===== src/sv/lfpc_pkg.sv =====
`timescale 1ns / 1ps
`default_nettype none
// ----------------------------------------------------------------------------
// LED frame player package
// Shared types, codes and constants of the LED frame player with crossfade.
// ----------------------------------------------------------------------------
package lfpc_pkg;

	localparam int LFPC_MAX_FRAMES = 16;
	localparam int LFPC_MAX_ROWS   = 32;
	localparam int LFPC_MAX_COLS   = 32;

	// Width that holds any index or size up to 256.
	localparam int LFPC_EXT_W      = 9;

	localparam int LFPC_CFG_IDX_W  = 3;
	localparam int LFPC_CFG_DATA_W = 24;
	localparam int LFPC_NF_W       = 5;
	localparam int LFPC_ELAPSED_W  = 25;
	localparam int LFPC_PERIOD_W   = 24;
	localparam int LFPC_PIX_W      = 24;

	localparam logic [LFPC_NF_W-1:0]     LFPC_RST_NUM_FRAMES = 5'd1;
	localparam logic [LFPC_PERIOD_W-1:0] LFPC_RST_PERIOD     = 24'd100000;
	localparam logic [5:0]               LFPC_RST_ROWS       = 6'd32;
	localparam logic [5:0]               LFPC_RST_COLS       = 6'd32;

	typedef enum logic [1:0] {
		OP_WRITE = 2'd0,
		OP_TICK  = 2'd1,
		OP_READ  = 2'd2
	} lfpc_op_t;

	typedef enum logic [LFPC_CFG_IDX_W-1:0] {
		CFG_NUM_FRAMES   = 3'd0,
		CFG_FRAME_PERIOD = 3'd1,
		CFG_GRID_ROWS    = 3'd2,
		CFG_GRID_COLS    = 3'd3,
		CFG_PLAY_FORWARD = 3'd4,
		CFG_BLEND_ENABLE = 3'd5,
		CFG_PLAY_ENABLE  = 3'd6
	} lfpc_cfg_t;

	typedef struct packed {
		logic [1:0]  op;
		logic [3:0]  frame_sel;
		logic [5:0]  row;
		logic [5:0]  col;
		logic [7:0]  red_in;
		logic [7:0]  green_in;
		logic [7:0]  blue_in;
		logic [15:0] dt;
	} lfpc_in_t;

	typedef struct packed {
		logic [7:0] red_out;
		logic [7:0] green_out;
		logic [7:0] blue_out;
		logic       frame_changed;
		logic       in_range;
		logic [3:0] current_frame;
	} lfpc_out_t;

	typedef struct packed {
		logic busy;
		logic done;
	} lfpc_blend_sts_t;

endpackage
`default_nettype wire


===== src/sv/lfpc_blend_unit.sv =====
`timescale 1ns / 1ps
`default_nettype none
// ----------------------------------------------------------------------------
// LED frame player blend unit
// Finds the crossfade weight with a restoring divider, one quotient bit per
// cycle, then mixes the three channels through one shared multiplier.
// ----------------------------------------------------------------------------
module lfpc_blend_unit (
	input  logic                                 clk,
	input  logic                                 arst_n,
	input  logic                                 start,
	input  logic [lfpc_pkg::LFPC_ELAPSED_W-1:0]  elapsed,
	input  logic [lfpc_pkg::LFPC_PERIOD_W-1:0]   period,
	input  logic [lfpc_pkg::LFPC_PIX_W-1:0]      cur_pix,
	input  logic [lfpc_pkg::LFPC_PIX_W-1:0]      nxt_pix,
	output logic [lfpc_pkg::LFPC_PIX_W-1:0]      mix_pix,
	output lfpc_pkg::lfpc_blend_sts_t            sts
);
	import lfpc_pkg::*;

	localparam logic [3:0] DIV_LAST = 4'd8;
	localparam logic [3:0] MIX_LAST = 4'd5;

	typedef enum logic [2:0] {
		U_IDLE = 3'b001,
		U_DIV  = 3'b010,
		U_MIX  = 3'b100
	} ustate_t;

	ustate_t                     state_q;
	logic [3:0]                  cnt_q;
	logic                        done_q;
	logic [LFPC_ELAPSED_W-1:0]   rem_q;
	logic [LFPC_PERIOD_W-1:0]    per_q;
	logic [7:0]                  quo_q;
	logic                        sat_q;
	logic [16:0]                 acc_q;
	logic [LFPC_PIX_W-1:0]       mix_q;

	logic [LFPC_ELAPSED_W-1:0]   div_a;
	logic [LFPC_ELAPSED_W-1:0]   div_diff;
	logic                        div_ge;
	logic [8:0]                  w;
	logic [1:0]                  ch;
	logic [7:0]                  cur_ch;
	logic [7:0]                  nxt_ch;
	logic [7:0]                  mul_a;
	logic [8:0]                  mul_b;
	logic [16:0]                 prod;
	logic [16:0]                 sum;

	// The first divider step only tests for saturation; if it does not saturate, the
	// remainder is below the period and each later step doubles it.
	always_comb begin
		div_a    = (cnt_q == 4'd0) ? rem_q : {rem_q[LFPC_ELAPSED_W-2:0], 1'b0};
		div_ge   = div_a >= {1'b0, per_q};
		div_diff = div_a - {1'b0, per_q};
		w        = sat_q ? 9'd256 : {1'b0, quo_q};
		ch       = cnt_q[2:1];
		case (ch)
			2'd0: begin
				cur_ch = cur_pix[23:16];
				nxt_ch = nxt_pix[23:16];
			end
			2'd1: begin
				cur_ch = cur_pix[15:8];
				nxt_ch = nxt_pix[15:8];
			end
			2'd2: begin
				cur_ch = cur_pix[7:0];
				nxt_ch = nxt_pix[7:0];
			end
			default: begin
				cur_ch = 8'd0;
				nxt_ch = 8'd0;
			end
		endcase
		mul_a = cnt_q[0] ? nxt_ch : cur_ch;
		mul_b = cnt_q[0] ? w : (9'd256 - w);
		prod  = 17'(mul_a) * 17'(mul_b);
		sum   = acc_q + prod;
	end

	always_ff @(posedge clk or negedge arst_n) begin
		if (!arst_n) begin
			state_q <= U_IDLE;
			cnt_q   <= 4'd0;
			done_q  <= 1'b0;
		end else begin
			done_q <= 1'b0;
			case (state_q)
				U_IDLE: begin
					cnt_q <= 4'd0;
					if (start) begin
						state_q <= U_DIV;
					end
				end
				U_DIV: begin
					if (cnt_q == DIV_LAST) begin
						cnt_q   <= 4'd0;
						state_q <= U_MIX;
					end else begin
						cnt_q <= cnt_q + 4'd1;
					end
				end
				U_MIX: begin
					if (cnt_q == MIX_LAST) begin
						cnt_q   <= 4'd0;
						done_q  <= 1'b1;
						state_q <= U_IDLE;
					end else begin
						cnt_q <= cnt_q + 4'd1;
					end
				end
				default: begin
					state_q <= U_IDLE;
				end
			endcase
		end
	end

	always_ff @(posedge clk) begin
		case (state_q)
			U_IDLE: begin
				if (start) begin
					rem_q <= elapsed;
					per_q <= period;
					quo_q <= 8'd0;
					sat_q <= 1'b0;
				end
			end
			U_DIV: begin
				if (cnt_q == 4'd0) begin
					sat_q <= div_ge;
				end else if (div_ge) begin
					rem_q <= div_diff;
					quo_q <= {quo_q[6:0], 1'b1};
				end else begin
					rem_q <= div_a;
					quo_q <= {quo_q[6:0], 1'b0};
				end
			end
			U_MIX: begin
				if (!cnt_q[0]) begin
					acc_q <= prod;
				end else begin
					case (ch)
						2'd0:    mix_q[23:16] <= sum[15:8];
						2'd1:    mix_q[15:8]  <= sum[15:8];
						2'd2:    mix_q[7:0]   <= sum[15:8];
						default: mix_q        <= mix_q;
					endcase
				end
			end
			default: begin
				acc_q <= acc_q;
			end
		endcase
	end

	assign mix_pix  = mix_q;
	assign sts.busy = (state_q != U_IDLE);
	assign sts.done = done_q;

	a_start_idle: assert property (@(posedge clk) disable iff (!arst_n)
		start |-> state_q == U_IDLE)
		else $error("blend unit started while busy");

	a_done_pulse: assert property (@(posedge clk) disable iff (!arst_n)
		done_q |=> !done_q)
		else $error("blend done held longer than one cycle");

	a_div_count: assert property (@(posedge clk) disable iff (!arst_n)
		(state_q == U_DIV) |-> cnt_q <= DIV_LAST)
		else $error("divider step count overran");

	a_mix_done: assert property (@(posedge clk) disable iff (!arst_n)
		(state_q == U_MIX && cnt_q == MIX_LAST) |=> done_q && state_q == U_IDLE)
		else $error("mix sequence did not finish");

endmodule
`default_nettype wire


===== config.mk =====
export PLATFORM = sky130hd
export DESIGN_NAME = lfpc_blend_unit
export DESIGN_NICKNAME = d
export VERILOG_FILES = /design/src/sv/lfpc_pkg.sv /design/src/sv/lfpc_blend_unit.sv
export SDC_FILE = /design/constraint.sdc
export NUM_CORES = 1
export LEC_CHECK = 0
export BUFFER_PORTS_ARGS = -buffer_cell sky130_fd_sc_hd__buf_2
export CAP_MARGIN = 20
export CORE_ASPECT_RATIO = 0.6
export CORE_MARGIN = 2
export CORE_UTILIZATION = 40
export DETAILED_ROUTE_END_ITERATION = 10
export GPL_ROUTABILITY_DRIVEN = 0
export PLACE_DENSITY = 0.58
export SETUP_SLACK_MARGIN = 0.4
export SLEW_MARGIN = 20
export SYNTH_ARGS = -nofsm -noshare
export SYNTH_HDL_FRONTEND = slang
export SYNTH_SLANG_ARGS = --single-unit

===== constraint.sdc =====
create_clock -name clk -period 7.55 [get_ports clk]
set_input_delay 0.755 -clock clk [delete_from_list [all_inputs] [get_ports clk]]
set_output_delay 0.755 -clock clk [all_outputs]
set_load 0.02 [all_outputs]

==> reports/metrics.cfg <==
[run_status]
outcome=finished, final reports clean

[floorplan]
die_area_sq_um=24100
io-pin-count=126
start_util_pct=41.1
row_count=42
die_w_microns=199
core-area_sq_um=22200
fp.dieH_microns=121

[cells_and_area]
syn_to_final_growth_pct=15.8
final_cell_mix=125 x buf_2, 112 x nor2_1, 102 x inv_1
fin_util_pct=47.6
drive_gt1_share_pct=21.0
antenna_cells=0
layout_commonest_cell=buf_2
finish.net_count=1304

[global_routing]
grt_pass1_vias=6967
grt_start_max_net_pins=42
groute.usage.overall_pct=20.8
grt_first_pass_wirelength_microns=38400
grt_remaining_overflow=0
grt_antenna_before_repair=0

[clock_tree]
h-tree-depth=3
cts_tree=yes
cts-buffers-inserted=9
cts.sinks=106
insertion_delay_ns=0.37
cts_root_buf=clkbuf_16
clk_pin_slew_worst_paths_ns=0.08
cts_buffer_depth=2

[sta]
hold_viol_final=0
tns_ns=0
whs_ns=0.222
slew-limit-headroom_pct=27.6
finalMaxSlewViolations=0
skew_ns=0.0129
max_freq_mhz=147
rsz0062_at_grt=false
tightest_slew_ns=1.09
final.period_utilization_pct=89.8
setup_viol=0
fin_crit_ns=6.78

[synthesis]
synthTopCellsByArea=edfxtp_1 32%, ha_1 11%, fa_1 9.2%
yosysTopAreaCell=edfxtp_1
yosysSeqAreaShare_pct=34.4
async_flop_share_pct=7.55
syn-num-nets=1177
postSynthAreaPerCell_sq_um=9.55
ys_types=69
synth_flop_cell=edfxtp_1
syn_area_sq_um=9140
synth_edf_count=98
synth_warnings=0
syn_inst=957
ys_seq_elements=106
synth_top_area_share_pct=32.2

[routing]
via_per_inst=5.27
wl_per_cell_microns=17.2
drt_iter0_drc=700
antenna_left=0
drt_wl_total_microns=24000
drc=0
vias=7356
firstDrtPassIters=5

[flow_run]
timing.max_cap.violations=0

[critical_path]
reg2reg_depth=24
cp_max_fo=11
critPathArrivalTime_ns=6.87
cp_data_required_time_ns=7.64
cp-end-kind=flop
crit_type=reg -> reg
worstSetupStartpointType=flop
rrSetupSlack_ns=0.77

[hold_path]
hold_path_class=in -> async

[placed_design]
dp_hpwl_microns=18500
io_buffer_count=125

critical path, cell delays in order, from the launching register on:
cell	delay [ns]
dfrtp_2	0.49
inv_1	0.13
buf_4	0.21
a31oi_1	0.21
mux2i_1	0.18
nand2_1	0.10
or2_2	0.32
fa_1	0.52
fa_1	0.55
inv_1	0.05
fa_1	0.53
inv_1	0.05
fa_1	0.52
inv_1	0.04
ha_1	0.33
xnor2_1	0.24
ha_1	0.29
and3_1	0.18
a221o_1	0.32
a22oi_2	0.27
o211ai_2	0.17
a31oi_2	0.27
nand2b_1	0.18
mux2i_1	0.22
xnor2_1	0.12
logic make-up after synthesis:
| logic type | share of synthesized area (%) |
|---|---|
| fa+ha+maj | 20.0 |
| flops | 34.4 |
| compound gates | 15.3 |
| buf+inv | 6.16 |
| xor+xnor | 4.22 |
| simple gates | 15.8 |
| mux | 4.05 |
sequential cells by signal, indices dropped and copies added (netlist names):
| name | cells |
|---|---|
| rem_q | 25 |
| mix_pix | 24 |
| per_q | 24 |
| acc_q | 16 |
| quo_q | 8 |
| cnt_q | 4 |
| state_q | 3 |
| done_q | 1 |
| sat_q | 1 |
what timing repair did:
action | in CTS | in global routing
cloned | 0 | 0
endpoints found under the setup margin | 6 | 12
pin swaps | 3 | 2
hold endpoints to repair | 0 | 0
hold buffers | 0 | 0
buffers inserted | 6 | 2
resized for setup | 1 | 12
metal layers:
layer / track usage, % / part of all wire [%]
met1: 35.0 / 56
met5: 0 / 0
met4: 4.29 / 0.89
met2: 26.4 / 36
met3: 3.97 / 6.8
layout make-up:
type                       instances  area (sq um)
inverter                         104           394
tap                              308           385
timing repair buffer             155           855
clock buffer                       9           225
multi-input combinational        708          5510
sequential                       106          3150
fill                            2172         11600
clock inverter                     7          60.1
synth_stat cells (6+ instances only):
master	count
a21o_1	18
a21oi_1	43
a31oi_1	22
and2_1	10
buf_2	6
clkbuf_1	25
dfrtp_1	7
edfxtp_1	98
fa_1	42
ha_1	78
inv_1	104
mux2_2	24
mux2i_1	10
nand2_1	55
nand2b_1	19
nand3_1	23
nand4_1	8
nor2_1	115
nor2b_1	9
nor3_1	17
o211ai_1	13
o21a_1	11
o21ai_0	25
o21ai_1	17
o31a_1	6
o31ai_1	7
or2_2	13
or3_1	13
xnor2_1	30
xor2_1	14
stage by stage:
stage / cell area (sq um) / instances / worst slack [ns]
after floorplan: 9140 / 957 / 1.06
after global placement: 10200 / 1373 / 0.357
after detailed placement: 10200 / 1373 / 0.230
after CTS: 10500 / 1395 / 0.429
after global routing: 10600 / 1397 / 0.386
final: 10600 / 1397 / 0.769
path summary, 6_finish.rpt:
path	startpoint	end
setup / recovery	cnt_q[1]	mix_pix[23]
min in group clk	period[14]	per_q[14]
setup reg to reg	cnt_q[1]	mix_pix[23]
max in group asynchronous	arst_n	state_q[0]
hold reg to reg	state_q[0]	cnt_q[3]
hold / removal	arst_n	cnt_q[3]
Power is not shown: default switching activity piles up to over one toggle a cycle in this logic, so the estimate is an artifact.
